`config.mk`:
```
export PLATFORM = sky130hd
export DESIGN_NAME = rcpe_half_builder
export DESIGN_NICKNAME = d
export VERILOG_FILES = /design/src/sv/rcpe_pkg.sv /design/src/sv/rcpe_half_builder.sv
export SDC_FILE = /design/constraint.sdc
export NUM_CORES = 1
export LEC_CHECK = 0
export BUFFER_PORTS_ARGS = -buffer_cell sky130_fd_sc_hd__buf_2
export CORE_ASPECT_RATIO = 1.25
export CORE_MARGIN = 2
export CORE_UTILIZATION = 45
export DETAILED_ROUTE_END_ITERATION = 16
export GPL_ROUTABILITY_DRIVEN = 0
export PLACE_DENSITY = 0.87
export SETUP_SLACK_MARGIN = 0.15
export SLEW_MARGIN = 10
export SYNTH_ARGS = -nofsm -noshare
export SYNTH_HDL_FRONTEND = slang
export SYNTH_SLANG_ARGS = --single-unit
```
`constraint.sdc`:
```
create_clock -name vclk -period 2.67
set_clock_uncertainty 0.05 [all_clocks]
set_input_delay 0.267 -clock vclk [all_inputs]
set_output_delay 0.267 -clock vclk [all_outputs]
set_load 0.02 [all_outputs]
```
`src/sv/rcpe_pkg.sv`:
```
// Shared types, constants and code tables for the rolling-code packet encoder.
// No dependencies; every other file imports this package.
package rcpe_pkg;

  localparam int CNT_W       = 28;
  localparam int BTN_W       = 8;
  localparam int SER_W       = 32;
  localparam int PKT_W       = 46;
  localparam int WORD_W      = 10;
  localparam int FIX_W       = 2 * WORD_W;
  localparam int NUM_DIGITS  = 18;
  localparam int HALF_DIGITS = NUM_DIGITS / 2;
  localparam int DIG_PER_STG = 3;
  localparam int NUM_STG     = NUM_DIGITS / DIG_PER_STG;
  localparam int STG_W       = $clog2(NUM_STG);
  localparam int DIG_IDX_W   = $clog2(NUM_DIGITS);

  localparam logic [3:0] HDR_NIB     = 4'hF;
  localparam logic       FLAG_FIRST  = 1'b0;
  localparam logic       FLAG_SECOND = 1'b1;

  // powers of three, index = digit weight
  localparam logic [CNT_W-1:0] POW3 [NUM_DIGITS] = '{
    28'd1,        28'd3,        28'd9,        28'd27,
    28'd81,       28'd243,      28'd729,      28'd2187,
    28'd6561,     28'd19683,    28'd59049,    28'd177147,
    28'd531441,   28'd1594323,  28'd4782969,  28'd14348907,
    28'd43046721, 28'd129140163
  };

  typedef logic [NUM_DIGITS-1:0][1:0]  digits_t;
  typedef logic [HALF_DIGITS-1:0][1:0] half_dig_t;
  typedef logic [2:0][1:0]             perm_t;

  // conversion state carried down the pipe
  typedef struct packed {
    logic [CNT_W-1:0] rem;
    digits_t          digits;
    logic [BTN_W-1:0] button;
    logic [SER_W-1:0] serial;
  } stage_t;

  // source word index for output words 0..2, per order code
  function automatic perm_t perm_sel(input logic [3:0] ord);
    perm_t p;
    case (ord)
      4'd0:    p = '{2'd1, 2'd2, 2'd0};
      4'd1:    p = '{2'd1, 2'd0, 2'd2};
      4'd4:    p = '{2'd0, 2'd2, 2'd1};
      4'd5:    p = '{2'd2, 2'd0, 2'd1};
      4'd6:    p = '{2'd0, 2'd1, 2'd2};
      4'd8:    p = '{2'd0, 2'd2, 2'd1};
      4'd9:    p = '{2'd0, 2'd1, 2'd2};
      default: p = '{2'd2, 2'd1, 2'd0};
    endcase
    return p;
  endfunction

  // bit w set: word w is complemented
  function automatic logic [2:0] inv_sel(input logic [3:0] inv);
    logic [2:0] m;
    case (inv)
      4'd0:    m = 3'd3;
      4'd1:    m = 3'd2;
      4'd2:    m = 3'd4;
      4'd4:    m = 3'd7;
      4'd5:    m = 3'd5;
      4'd6:    m = 3'd6;
      4'd8:    m = 3'd1;
      4'd10:   m = 3'd5;
      default: m = 3'd0;
    endcase
    return m;
  endfunction

endpackage

```
`src/sv/rcpe_half_builder.sv`:
```
// Builds one 46-bit packet from nine digits of a half and its 20 fixed bits.
// Depends on rcpe_pkg (permute and invert tables); used by the top level.
module rcpe_half_builder import rcpe_pkg::*; (
  input  half_dig_t        dig,
  input  logic [FIX_W-1:0] fixed_data,
  input  logic             packet_flag,
  output logic [PKT_W-1:0] packet
);

  logic [3:0]           ord;
  logic [3:0]           inv;
  logic [WORD_W-1:0]    src [3];
  logic [WORD_W-1:0]    w [3];
  perm_t                perm;
  logic [2:0]           inv_mask;
  logic [3*WORD_W-1:0]  data;

  assign ord      = {dig[0], dig[1]};
  assign inv      = {dig[2], dig[3]};
  assign perm     = perm_sel(ord);
  assign inv_mask = inv_sel(inv);

  assign src[0] = fixed_data[FIX_W-1:WORD_W];
  assign src[1] = fixed_data[WORD_W-1:0];
  assign src[2] = {dig[4], dig[5], dig[6], dig[7], dig[8]};

  always_comb begin
    for (int k = 0; k < 3; k++) begin
      w[k] = src[perm[k]] ^ {WORD_W{inv_mask[k]}};
    end
    // bit k of words 0,1,2 lands at 3k+2, 3k+1, 3k
    for (int k = 0; k < WORD_W; k++) begin
      data[3*k+2] = w[0][k];
      data[3*k+1] = w[1][k];
      data[3*k]   = w[2][k];
    end
  end

  assign packet = {HDR_NIB, 1'b0, packet_flag, 2'b00, ord, inv, data};

endmodule

```
==> metrics.yaml <==
drt:
  wl_met3_um: 379
  routedWlPerCell_um: 15.92
  top_layer_used: "met4"
  avgViaCountPerCell: 6.161
  drtPass1Iterations: 4
  antenna_left: 0
  dr_wl_met2_um: 2714
  vias: 1990
  wl_met1_um: 1958
  drc: 0
  totalWireLength_um: 5142
  drtIter0Drc: 91
floorplanning:
  ios: 85
  coreArea_um2: 3513
  rows: 24
  die_area_um2: 4198
  die_w_um: 58.35
  initial_utilization_pct: 47.29
  fp.dieH_um: 71.94
yosys:
  synth_xor_area_share_pct: 15.81
  yosysUniqueCellTypes: 41
  synthAdderAreaFrac_pct: 0
  synth_top_area_share_pct: 10.54
  syn_inst: 233
  synthTopCellsByArea: "xor2_1 11%, buf_4 9.5%, nor2_1 6.8%, o21ai_2 5.8%, o32a_1 5.4%"
  yosys_warnings: 0
  synth_top_family_by_area: "compound AO/OA/AOI/OAI gates"
  yosys.area.top_type: "xor2_1"
  seq_area_frac_synth_pct: 0
  synth_compound_area_share_pct: 34.41
  syn-cell-area_um2: 1662
  synth-simple-area-share_pct: 31.63
  synth_area_per_cell_um2: 7.131
  synthMuxAreaShare_pct: 2.485
worst_setup_path:
  cp-startpoint: "dig[1]"
  start_kind: "input pin"
  arrival_ps: 1990
  crit_path_end_kind: "primary output"
  crit_path_end: "packet[2]"
  worstPathMaxFanout: 34
  worstSetupPathType: "in -> out"
  required_ps: 2350
sta:
  setup_viol: 0
  clock.fmax_mhz: 434.3
  drv_slew: 0
  tns_ps: 0
  rsz0062_at_grt: "no"
  post-route-period-util_pct: 86.23
  slew_headroom_pct: 49.20
  tightest_slew_ps: 759.1
  finalCriticalPeriod_ps: 2302
  holdWs_ps: 484.0
  hold_viol: 0
pwr:
  ir_drop_mv: 0.1914
  power_density_nw_per_um2: 287.5
  p_leak_uw: 0.0007975
global_routing:
  grt_use_total_pct: 23.02
  grt_pass1_wl_um: 7990
  antenna_found_initial: 0
  grt_overflow: 0
  grt_pass1_vias: 1768
  grt_max_degree: 35
layout:
  layout_commonest_cell: "buf_2"
  area_delta_synth_final_pct: 14.83
  mostFrequentLayoutCells: "76 x buf_2, 30 x nor2_1, 20 x xor2_1"
  seq_cells: 0
  fillers: 364
  regArea_um2: 0
  fin_nets: 325
  nClkBuffers: 0
  multiInputGateArea_um2: 1434
  post-route-cell-area_um2: 1908
  n_antenna_cell: 0
  drive_gt1_share_pct: 40.49
run:
  max-cap-violations: 0
run_status:
  status: "complete, no violations"
placement:
  place_hpwl_um: 3769
  dpl_cell_area_um2: 1907
  port_buffers: 76
clock_tree:
  cts_setup_buffers: 0
hold_path:
  hold_class: "in -> out"
worst min-delay path by stage:
| stage | depth (start not counted) | startpoint | end | slack (ps) |
|---|---|---|---|---|
| floorplan | 1 | dig[6] | packet[30] | 600 |
| global placement | 0 | packet_flag | packet[40] | 480 |
| detailed placement | 0 | packet_flag | packet[40] | 480 |
| CTS | 0 | packet_flag | packet[40] | 480 |
| global route | 0 | packet_flag | packet[40] | 480 |
| finish | 0 | packet_flag | packet[40] | 480 |
layer usage:
layer | vias up | GRT usage (%)
li1 | 945 | -
met1 | 938 | 27.92
met2 | 100 | 41.95
met3 | 7 | 1.248
met4 | 0 | 8.269
met5 | - | 0
cells by family (layout without fill, tap and decap cells):
kind of cell	count (synthesis)	in the layout
xor gates and xnor gates	30	30
buffers and inverters	37	83
muxes	4	4
and+or+nand+nor	83	83
AOI/OAI and AO/OA	77	77
other	2	7
Yosys cell counts, types with 4 or more instances:
cell	number
buf_4	21
or2_2	9
nor3b_1	9
nor4_2	6
buf_2	5
o32a_1	9
a21oi_1	9
clkbuf_1	4
o21ai_2	11
a31oi_1	10
nor2_1	30
xnor2_1	10
o21ai_0	12
nand3b_1	11
xor2_1	20
o21a_1	10
nand2_1	4
o32ai_1	9
critical path, cell delays in order:
cell	delay, ps
buf_2	460
nand4bb_1	360
buf_4	210
nor2_1	40
nor4_1	270
xnor2_1	180
buf_2	200
cell type report:
type / instances / area share (%)
Multi-Input combinational cell: 201 / 75.15
Timing Repair Buffer: 81 / 21.90
Inverter: 2 / 0.3934
Tap cell: 39 / 2.557
report_power, final:
group / internal [uW] / switching (uW) / total [uW]
Clock: 0 / 0 / 0
Sequential: 0 / 0 / 0
Combinational: 202 / 346 / 549
Total: 202 / 346 / 549
metrics by stage:
| step | power [uW] | util, % | worst slack (ps) | std cells |
|---|---|---|---|---|
| CTS | 547.2 | 54.27 | 360.4 | 323 |
| finish | 548.7 | 54.31 | 367.6 | 323 |
| floorplan | 396.4 | - | 870.7 | 238 |
| global placement | 538.7 | 54.27 | 441.6 | 323 |
| global route | 586.4 | 54.31 | 215.4 | 323 |
| detailed placement | 545.1 | 54.27 | 364.7 | 323 |
timing repair:
item | in CTS | in global routing
setup endpoints to repair | 0 | 1
resized for setup | 0 | 1
hold buffers | 0 | 0
Note: power is estimated with default switching activity, not from simulation.
