[config.mk]
export PLATFORM = sky130hd
export DESIGN_NAME = rcpe_digit_stage
export DESIGN_NICKNAME = d
export VERILOG_FILES = /design/src/sv/rcpe_pkg.sv /design/src/sv/rcpe_digit_stage.sv
export SDC_FILE = /design/constraint.sdc
export NUM_CORES = 1
export LEC_CHECK = 0
export BUFFER_PORTS_ARGS = -buffer_cell sky130_fd_sc_hd__buf_2
export CORE_ASPECT_RATIO = 0.75
export CORE_UTILIZATION = 35
export CTS_BUF_LIST = sky130_fd_sc_hd__clkbuf_4 sky130_fd_sc_hd__clkbuf_8
export CTS_CLUSTER_DIAMETER = 120
export CTS_CLUSTER_SIZE = 20
export DETAILED_ROUTE_END_ITERATION = 8
export PLACE_DENSITY = 0.58
export SYNTH_ARGS = -nofsm -noshare
export SYNTH_HDL_FRONTEND = slang
export SYNTH_SLANG_ARGS = --single-unit
[constraint.sdc]
create_clock -name clk -period 18.85 [get_ports clk]
set_input_delay 3.77 -clock clk [delete_from_list [all_inputs] [get_ports clk]]
set_output_delay 3.77 -clock clk [all_outputs]
set_load 0.05 [all_outputs]
[src/sv/rcpe_pkg.sv]
// Shared types, constants and code tables for the rolling-code packet encoder.
// No dependencies; every other file imports this package.
package rcpe_pkg;

  localparam int CNT_W       = 28;
  localparam int BTN_W       = 8;
  localparam int SER_W       = 32;
  localparam int PKT_W       = 46;
  localparam int WORD_W      = 10;
  localparam int FIX_W       = 2 * WORD_W;
  localparam int NUM_DIGITS  = 18;
  localparam int HALF_DIGITS = NUM_DIGITS / 2;
  localparam int DIG_PER_STG = 3;
  localparam int NUM_STG     = NUM_DIGITS / DIG_PER_STG;
  localparam int STG_W       = $clog2(NUM_STG);
  localparam int DIG_IDX_W   = $clog2(NUM_DIGITS);

  localparam logic [3:0] HDR_NIB     = 4'hF;
  localparam logic       FLAG_FIRST  = 1'b0;
  localparam logic       FLAG_SECOND = 1'b1;

  // powers of three, index = digit weight
  localparam logic [CNT_W-1:0] POW3 [NUM_DIGITS] = '{
    28'd1,        28'd3,        28'd9,        28'd27,
    28'd81,       28'd243,      28'd729,      28'd2187,
    28'd6561,     28'd19683,    28'd59049,    28'd177147,
    28'd531441,   28'd1594323,  28'd4782969,  28'd14348907,
    28'd43046721, 28'd129140163
  };

  typedef logic [NUM_DIGITS-1:0][1:0]  digits_t;
  typedef logic [HALF_DIGITS-1:0][1:0] half_dig_t;
  typedef logic [2:0][1:0]             perm_t;

  // conversion state carried down the pipe
  typedef struct packed {
    logic [CNT_W-1:0] rem;
    digits_t          digits;
    logic [BTN_W-1:0] button;
    logic [SER_W-1:0] serial;
  } stage_t;

  // source word index for output words 0..2, per order code
  function automatic perm_t perm_sel(input logic [3:0] ord);
    perm_t p;
    case (ord)
      4'd0:    p = '{2'd1, 2'd2, 2'd0};
      4'd1:    p = '{2'd1, 2'd0, 2'd2};
      4'd4:    p = '{2'd0, 2'd2, 2'd1};
      4'd5:    p = '{2'd2, 2'd0, 2'd1};
      4'd6:    p = '{2'd0, 2'd1, 2'd2};
      4'd8:    p = '{2'd0, 2'd2, 2'd1};
      4'd9:    p = '{2'd0, 2'd1, 2'd2};
      default: p = '{2'd2, 2'd1, 2'd0};
    endcase
    return p;
  endfunction

  // bit w set: word w is complemented
  function automatic logic [2:0] inv_sel(input logic [3:0] inv);
    logic [2:0] m;
    case (inv)
      4'd0:    m = 3'd3;
      4'd1:    m = 3'd2;
      4'd2:    m = 3'd4;
      4'd4:    m = 3'd7;
      4'd5:    m = 3'd5;
      4'd6:    m = 3'd6;
      4'd8:    m = 3'd1;
      4'd10:   m = 3'd5;
      default: m = 3'd0;
    endcase
    return m;
  endfunction

endpackage

[src/sv/rcpe_digit_stage.sv]
// One pipeline stage of the base-3 conversion: three digits by compare/subtract.
// Depends on rcpe_pkg; instantiated by rolling_code_packet_encoder.
module rcpe_digit_stage import rcpe_pkg::*; (
  input  logic             clk,
  input  logic             rst_n,
  input  logic [STG_W-1:0] stage_idx,
  input  logic             in_valid,
  output logic             in_ready,
  input  stage_t           in_data,
  output logic             out_valid,
  input  logic             out_ready,
  output stage_t           out_data
);

  logic   valid_r;
  stage_t data_r;
  stage_t data_nxt;

  always_comb begin
    logic [CNT_W-1:0] rem;
    logic [CNT_W:0]   p1;
    logic [CNT_W:0]   p2;
    logic [1:0]       dig;
    data_nxt = in_data;
    rem      = in_data.rem;
    for (int t = 0; t < DIG_PER_STG; t++) begin
      p1 = {1'b0, POW3[DIG_IDX_W'(NUM_DIGITS - 1 - DIG_PER_STG * int'(stage_idx) - t)]};
      p2 = {p1[CNT_W-1:0], 1'b0};
      if ({1'b0, rem} >= p2) begin
        dig = 2'd2;
        rem = CNT_W'({1'b0, rem} - p2);
      end else if ({1'b0, rem} >= p1) begin
        dig = 2'd1;
        rem = CNT_W'({1'b0, rem} - p1);
      end else begin
        dig = 2'd0;
      end
      data_nxt.digits[DIG_IDX_W'(DIG_PER_STG * int'(stage_idx) + t)] = dig;
    end
    data_nxt.rem = rem;
  end

  assign in_ready = !valid_r || out_ready;

  always_ff @(posedge clk) begin
    if (!rst_n) begin
      valid_r <= 1'b0;
    end else if (in_ready) begin
      valid_r <= in_valid;
    end
  end

  always_ff @(posedge clk) begin
    if (in_ready && in_valid) begin
      data_r <= data_nxt;
    end
  end

  assign out_valid = valid_r;
  assign out_data  = data_r;

endmodule

==> results of run 1 <==
cell usage after synthesis (49+ instances only):
| cell type | count | area share (%) |
|---|---|---|
| a21oi_1 | 196 | 6.0 |
| nor2_1 | 165 | 3.8 |
| nor3_1 | 50 | 1.5 |
| o211ai_1 | 49 | 2.3 |
| o21ai_0 | 145 | 4.5 |
| nand3_1 | 75 | 2.3 |
| clkbuf_1 | 64 | 1.5 |
| ha_1 | 142 | 11 |
| a21o_1 | 59 | 2.7 |
| xnor2_1 | 110 | 5.9 |
| inv_1 | 79 | 1.8 |
| edfxtp_1 | 104 | 19 |
| nand2_1 | 243 | 5.6 |
area by class of cell:
class | count | area, um2
Tap cell | 586 | 733
Clock buffer | 9 | 124
Timing Repair Buffer | 250 | 1340
Inverter | 85 | 319
Fill cell | 4701 | 27100
Clock inverter | 7 | 91.3
Sequential cell | 105 | 3140
Multi-Input combinational cell | 1830 | 12400
Antenna cell | 2 | 5.00
sequential cells by signal (all words and copies together), names as in the netlist:
register / flops
out_valid: 1
out_data: 104
worst max-delay path, delay by kind of cell:
kind / cells / cell delay [ns]
AOI/OAI and AO/OA: 11 / 3.90
xor gates and xnor gates: 1 / 0.52
adders and majority gates: 6 / 2.64
and+or+nand+nor: 19 / 5.42
muxes: 2 / 0.56
buffers and inverters: 6 / 1.50
metal layers:
layer  vias to the layer above  part of all wire [%]
met5                         -                     0
met4                         0                   1.2
met3                        53                   8.6
met2                       867                    41
met1                      8429                    49
li1                       8321                     -
cell families (layout without fill, tap and decap cells):
group                      Yosys count  in the layout  share of synthesized area [%]
and+or+nand+nor                    736            737                           21.8
other                                0              2                              0
adders and majority gates          158            158                           12.3
muxes                               39             39                           2.45
buffers and inverters              185            351                           4.69
AOI/OAI and AO/OA                  746            746                           31.1
xor gates and xnor gates           150            150                           8.27
DFF                                105            105                           19.4
path summary, 6_finish.rpt:
check / startpoint / to / slack [ns] / cells after the start
worst max-delay path: stage_idx[0] / out_data[103] / 0.66 / 45
worst min-delay path: out_valid / out_valid / 0.55 / 2
worst max register to register: out_valid / out_data[12] / 16.77 / 3
worst min register to register: out_valid / out_valid / 0.55 / 2
stage by stage:
| stage | worst slack [ns] | hold WS, ns | cell area, um2 |
|---|---|---|---|
| detailed placement | 0.0456 | 0.535 | 17900 |
| CTS | 0.487 | 0.550 | 18100 |
| global placement | 0.211 | 0.505 | 17900 |
| finish | 0.657 | 0.547 | 18100 |
| global route | 0.0537 | 0.603 | 18100 |
| floorplan | 4.12 | 1.15 | 16200 |
==> summary.txt, run 1 <==
Clock network
  – Bufs on Longest Clock Path: 2
  – CTS Sinks: 105
  – CTS clock-pin slew for the worst setup and hold paths: 0.12 ns
  – CTS tree: yes
  – Total CTS buffers: 9
  – # resized after CTS: 0
  – Root buffer cell: clkbuf_8
  – CTS HTree Levels: 3
  – Setup Buffers After CTS: 0
  – Skew-Pair Late Insertion Delay: 0.44 ns
  – CTS Hold Bufs: 0

Critical path
  – CP Capture Type: flip-flop
  – Largest stage delay on the critical path: ~0.80 ns
  – Setup crit start kind: input pin
  – Arrival @ worst endpoint: 18.36 ns
  – Crit path kind: input pin to flip-flop
  – Slowest-stage cell, CP: fa_1
  – Crit path max fanout: 35
  – Most used cell, CP: ha_1
  – Critical Path RT: 19.01 ns

Finish
  – Final Util: 40.1%
  – Syn-to-layout area delta: 11.7%
  – Most common cell after layout, fill and taps aside: nand2_1
  – Finished Layout Cells: 2,874
  – Layout Nets: between 2,000 and 3,000
  – Commonest non-fill, non-tap cells in the layout: nand2_1, buf_2, a21oi_1
  – Share of cells above drive strength 1: between 10% and 20%

Routing
  – Via Count: 17,670
  – Final ANT Viol Nets: 0
  – Drt first pass iters: 5
  – Final WL: 65.0 mm
  – Vias per inst: roughly 6.1
  – Wire per inst: 22.6 um
  – DRC: 0
  – DR iter-0 viols: 1,921

STA
  – Final period util: 96.5%
  – Clock skew: about 0.021 ns
  – Max Slew Vio Count: 0
  – Crit path time final: 18.19 ns
  – Hold Vio Cnt, Final: 0
  – Final TNS setup: 0 ns
  – RSZ-0062 raised after global routing: no
  – Worst Max-Slew Pin Slew: 1.24 ns
  – Setup violators final: 0
  – Rel. slew slack: 16.1%
  – Fmax: 55.0 MHz

Floorplanning
  – Die footprint: 47,200 um2
  – Die X: approximately 250 um
  – Core Area: roughly 45,000 um2
  – Row count: 67
  – I/O Pins: 217
  – Die Span Y: 188 um
  – Initial Util: between 30% and 40%

Logic synthesis
  – Post-synth EDFFs: 104
  – Syn Nets: 2,378
  – Post-synthesis sequential area ratio: 19.4%
  – Async set-reset flop share out of synthesis: 0%
  – Most used DFF post-synth: edfxtp_1
  – Number of synthesis warnings: 0
  – Post-Syn Area: 16,200 um2
  – Seq cells post-synth: ~110
  – Mapped Avg Cell Area: 7.66 um2
  – Cells after Synth: 2,119
  – Synth unique cells: 105

Global route
  – Met3 usage: 3.73%
  – Met1 Track Usage GR: 41.8%
  – Antenna violations before repair: 1
  – First-pass GRT wire length: 98.3 mm
  – Vias in the first global route: between 15,000 and 20,000
  – GR peak layer: met1
  – Largest net degree at the start of global routing: 79
  – Grt met2 use: 38.6%
  – Gr usage total: 26.7%
  – GR Overflow Total: 0

Placement
  – Port Buffer Count: between 200 and 250
  – RD Place Congestion: 0.975
  – Hpwl dp: 52.6 mm
  – Placed insts: 2,855

Run status
  – Status: finished, final reports clean

Job
  – Max Cap Viol: 0

Hold path
  – HP Class: flip-flop to flip-flop
Power of run 1 is not shown: default switching activity piles up to over one toggle a cycle in this logic, so the estimate is an artifact.
==> run 2, diff against run 1 <==
CORE_MARGIN = 2   (was not set)
CTS_BUF_LIST = sky130_fd_sc_hd__clkbuf_8 sky130_fd_sc_hd__clkbuf_16   (was sky130_fd_sc_hd__clkbuf_4 sky130_fd_sc_hd__clkbuf_8)
==> run 2 against run 1 <==
Against the previous run: die area rose by 1.9%; largest cell class unchanged; via count fell by 0.26%; utilization fell by 0.48 points.
==> summary.txt, run 2 (synthesis results as in run 1) <==
Clock network
  – Bufs on Longest Clock Path: 2
  – Root buffer cell: clkbuf_16
  – CTS Sinks: 105
  – CTS HTree Levels: 3
  – CTS clock-pin slew for the worst setup and hold paths: 0.08 ns
  – Skew-Pair Late Insertion Delay: approximately 0.38 ns
  – Total CTS buffers: 9
  – CTS Hold Bufs: 0
  – CTS tree: yes
  – Setup Buffers After CTS: 0
  – # resized after CTS: 0

Critical path
  – CP bufs+invs: 4
  – Critical Path RT: roughly 19 ns
  – CP Capture Type: flip-flop
  – Worst Reg-to-Reg Cells: 3
  – R2R setup slack: 16.78 ns
  – Arrival @ worst endpoint: 18.14 ns
  – Worst flop-to-flop path startpoint: out_valid
  – Setup crit start kind: input pin
  – Top cell family by delay on the critical path: compound AO/OA/AOI/OAI gates
  – Largest stage delay on the critical path: roughly 0.72 ns
  – Crit path max fanout: 49
  – FF-to-FF End: out_data[62]
  – Slowest-stage cell, CP: o21ai_0
  – Crit path kind: input pin to flip-flop

Floorplanning
  – Core Area: ~46,000 um2
  – Die Span Y: 190 um
  – Row count: 68
  – Initial Util: 35.4%
  – Die footprint: 48,100 um2
  – Die X: 253 um
  – I/O Pins: ~220

Global route
  – GR Overflow Total: 0
  – Vias in the first global route: 15,971
  – Largest net degree at the start of global routing: 74
  – Antenna violations before repair: 1
  – Gr usage total: 25.9%
  – First-pass GRT wire length: 96.1 mm

Routing
  – Via Count: between 15,000 and 20,000
  – Final ANT Viol Nets: 0
  – Wire per inst: 22.4 um
  – DR iter-0 viols: about 2,000
  – Drt first pass iters: 6
  – Vias per inst: 6.13
  – Final WL: 64.4 mm
  – DRC: 0

Placement
  – Hpwl dp: 52.1 mm
  – RD Place Congestion: 1.01
  – Port Buffer Count: approximately 220
  – Placed inst area: between 15,000 and 20,000 um2

Hold path
  – Worst Hold Depth: 2
  – Hold_sp: out_valid
  – HP Class: flip-flop to flip-flop
  – Hold Path Sink: out_valid

STA
  – Worst Max-Slew Pin Slew: 1.27 ns
  – Hold Vio Cnt, Final: 0
  – RSZ-0062 raised after global routing: no
  – Final TNS setup: 0 ns
  – Max Slew Vio Count: 0
  – Clock skew: 0.00940 ns
  – Final period util: 95.6%
  – Rel. slew slack: 12.9%
  – Crit path time final: 18.03 ns
  – Hold_ws: 0.552 ns
  – Fmax: 55.5 MHz
  – Setup violators final: 0

Finish
  – Share of cells above drive strength 1: 14.1%
  – Max FFs per register: 104
  – Fillers: 4,683
  – Final Util: approximately two fifths
  – Final instance area: about 18,000 um2
  – Commonest non-fill, non-tap cells in the layout: nand2_1, buf_2, a21oi_1
  – Syn-to-layout area delta: 12.0%
  – Layout Nets: 2,533
  – Most common cell after layout, fill and taps aside: nand2_1

Job
  – Max Cap Viol: 0

Run status
  – Status: finished, final reports clean
run 2: changes by cell type in the layout (fill, tap and decap cells not counted), moves of 2 or more:
| cell | before | now |
|---|---|---|
| buf_4 | 34 | 27 |
| clkbuf_16 | 0 | 9 |
| clkbuf_8 | 9 | 0 |
| inv_8 | 0 | 2 |
| nand2_2 | 0 | 2 |
run 2: per-layer routing:
| layer | share of wire, % | up-vias | track usage (%) |
|---|---|---|---|
| met5 | 0 | - | 0 |
| met4 | 2.3 | 0 | 6.85 |
| met3 | 11 | 92 | 6.32 |
| met2 | 40 | 923 | 36.5 |
| met1 | 47 | 8325 | 38.6 |
| li1 | - | 8284 | - |
run 2: cell type report:
class	instances	area (um2)	area share, %
Sequential cell	105	3140	17.3
Antenna cell	2	5.00	0.0275
Clock buffer	9	225	1.24
Tap cell	595	744	4.10
Inverter	85	319	1.76
Multi-Input combinational cell	1829	12300	67.9
Timing Repair Buffer	244	1300	7.18
Clock inverter	7	88.8	0.489
run 2: worst register-to-register path, stage by stage (launching register included):
cell,delay (ns)
dfxtp_1,0.31
nand2b_1,0.10
and2_4,0.45
buf_4,0.79
run 2: worst max path at each step:
stage	endpoint	cells after the start	slack (ns)	start
floorplan	out_data[79]	56	4.12	stage_idx[0]
finish	out_data[100]	45	0.82	stage_idx[1]
detailed placement	out_data[100]	42	0.74	stage_idx[1]
global placement	out_data[100]	45	1.13	stage_idx[1]
CTS	out_data[100]	42	1.12	stage_idx[1]
global route	out_data[100]	42	0.21	stage_idx[1]
run 2: per-stage QoR:
step	cells	setup slack [ns]
floorplan	2119	4.12
global placement	2858	1.13
detailed placement	2858	0.740
CTS	2874	1.12
global route	2874	0.215
finish	2876	0.821
Power of run 2 is left out for the same reason.
==> run 3, diff against run 2 <==
CORE_MARGIN = not set   (was 2)
==> run 3 against run 2 <==
Against the previous run: first-iteration DRC count shrank 7.7%; critical path depth is the same; sequential share of layout area is essentially flat; count of clock-buffer cells in the layout is the same; via count shrank 0.12%; final area grew 0.26%; final cell count shrank 0.14%; flip-flop and latch count is the same; routed wire length grew 0.88%; register-to-register slack lost 0.02 ns; hold slack lost 0.010 ns; die area shrank 1.8%.
==> summary.txt, run 3 (synthesis results as in run 1) <==
Run status
  – Status: finished, final reports clean

Finish
  – Commonest non-fill, non-tap cells in the layout: nand2_1, buf_2, a21oi_1
  – Syn-to-layout area delta: 12.3%
  – Most common cell after layout, fill and taps aside: nand2_1
  – ANT cells: 0
  – Layout Nets: 2,540
  – Max FFs per register: approximately 100
  – Share of cells above drive strength 1: 14.5%
  – Final instance area: 18,200 um2

Floorplanning
  – Die X: ~250 um
  – Row count: 67
  – Initial Util: 35.9%
  – Core Area: 45,200 um2
  – I/O Pins: approximately 220
  – Die Span Y: roughly 190 um
  – Die footprint: 47,200 um2

Global route
  – GR Overflow Total: 0
  – First-pass GRT wire length: 98.4 mm
  – Vias in the first global route: 16,023
  – Largest net degree at the start of global routing: 79
  – Antenna violations before repair: 0
  – Gr usage total: between 20% and 30%

Critical path
  – Setup crit start kind: input pin
  – CP Capture Type: flip-flop
  – Largest stage delay on the critical path: 0.79 ns
  – Most used cell, CP: ha_1
  – Critical Path RT: 18.95 ns
  – Crit path max fanout: 35
  – Crit path kind: input pin to flip-flop
  – Slowest-stage cell, CP: fa_1
  – Arrival @ worst endpoint: roughly 18 ns

STA
  – Final TNS setup: 0 ns
  – Clock skew: 0.0194 ns
  – Hold_ws: 0.542 ns
  – Fmax: about 56 MHz
  – Hold Vio Cnt, Final: 0
  – Setup violators final: 0
  – Final period util: 95.5%
  – Worst Max-Slew Pin Slew: 1.14 ns
  – RSZ-0062 raised after global routing: no
  – Max Slew Vio Count: 0
  – Rel. slew slack: 22.8%
  – Crit path time final: 18.01 ns

Clock network
  – CTS Sinks: 105
  – Total CTS buffers: 9
  – Skew-Pair Late Insertion Delay: approximately 0.39 ns
  – Root buffer cell: clkbuf_16
  – CTS HTree Levels: 3
  – CTS clock-pin slew for the worst setup and hold paths: 0.08 ns
  – CTS Hold Bufs: 0
  – Bufs on Longest Clock Path: 2
  – CTS tree: yes

Placement
  – Hpwl dp: approximately 53 mm
  – RD Place Congestion: 0.975
  – Placed inst area: around 18,000 um2
  – Port Buffer Count: around 220

Job
  – Max Cap Viol: 0

Hold path
  – HP Class: flip-flop to flip-flop

Routing
  – Vias per inst: 6.13
  – Final ANT Viol Nets: 0
  – Wire per inst: 22.6 um
  – Via Count: 17,603
  – DR iter-0 viols: 1,870
  – Drt first pass iters: 6
  – DRC: 0
  – Final WL: 65.0 mm
-- run 3: cell types whose count changed in the layout (fill, tap and decap cells not counted), moves of 2 or more --
cell / before / now
buf_4: 27 / 34
inv_8: 2 / 0
nand2_2: 2 / 0
diode_2: 2 / 0
-- run 3: worst max-delay path: cells and delay by family --
family                     cells  cell delay (ns)
buffers and inverters          6             1.49
adders and majority gates      6             2.63
xor gates and xnor gates       1             0.51
muxes                          2             0.56
AOI/OAI and AO/OA             12             4.06
and+or+nand+nor               18             5.03
-- run 3: per-stage QoR --
| step | setup slack, ns | std cells | utilization [%] |
|---|---|---|---|
| after global placement | 0.211 | 2855 | 39.5 |
| after detailed placement | 0.0456 | 2855 | 39.5 |
| final | 0.839 | 2872 | 40.3 |
| after CTS | 0.411 | 2871 | 40.2 |
| after floorplan | 4.12 | 2119 | - |
| after global routing | 0.193 | 2872 | 40.3 |
-- run 3: final timing paths --
check,from,end,slack (ns),cells after the start
worst min register to register,out_valid,out_valid,0.54,2
worst max-delay path,stage_idx[0],out_data[103],0.84,45
worst min-delay path,out_valid,out_valid,0.54,2
worst max register to register,out_valid,out_data[47],16.76,3
-- run 3: metal layers --
| metal | part of all wire [%] | GRT usage [%] | vias to the layer above |
|---|---|---|---|
| met5 | 0 | 0 | - |
| met4 | 1.4 | 4.86 | 0 |
| met3 | 8.4 | 3.40 | 55 |
| met2 | 41 | 38.6 | 831 |
| met1 | 49 | 41.8 | 8417 |
| li1 | - | - | 8300 |
-- run 3: final cells by class --
type | instances | area [um2]
fillers | 4687 | 27000
clock buffers | 9 | 225
repair buffers | 250 | 1340
well taps | 586 | 733
clock inverters | 7 | 91.3
flip-flops and latches | 105 | 3140
multi-input cells | 1830 | 12400
inverters | 85 | 319
-- run 3: repair_timing --
item / in CTS / in global routing
resized for setup: 0 / 6
setup endpoints to repair: 0 / 60
setup buffers: 0 / 0
Power of run 3 is left out for the same reason.
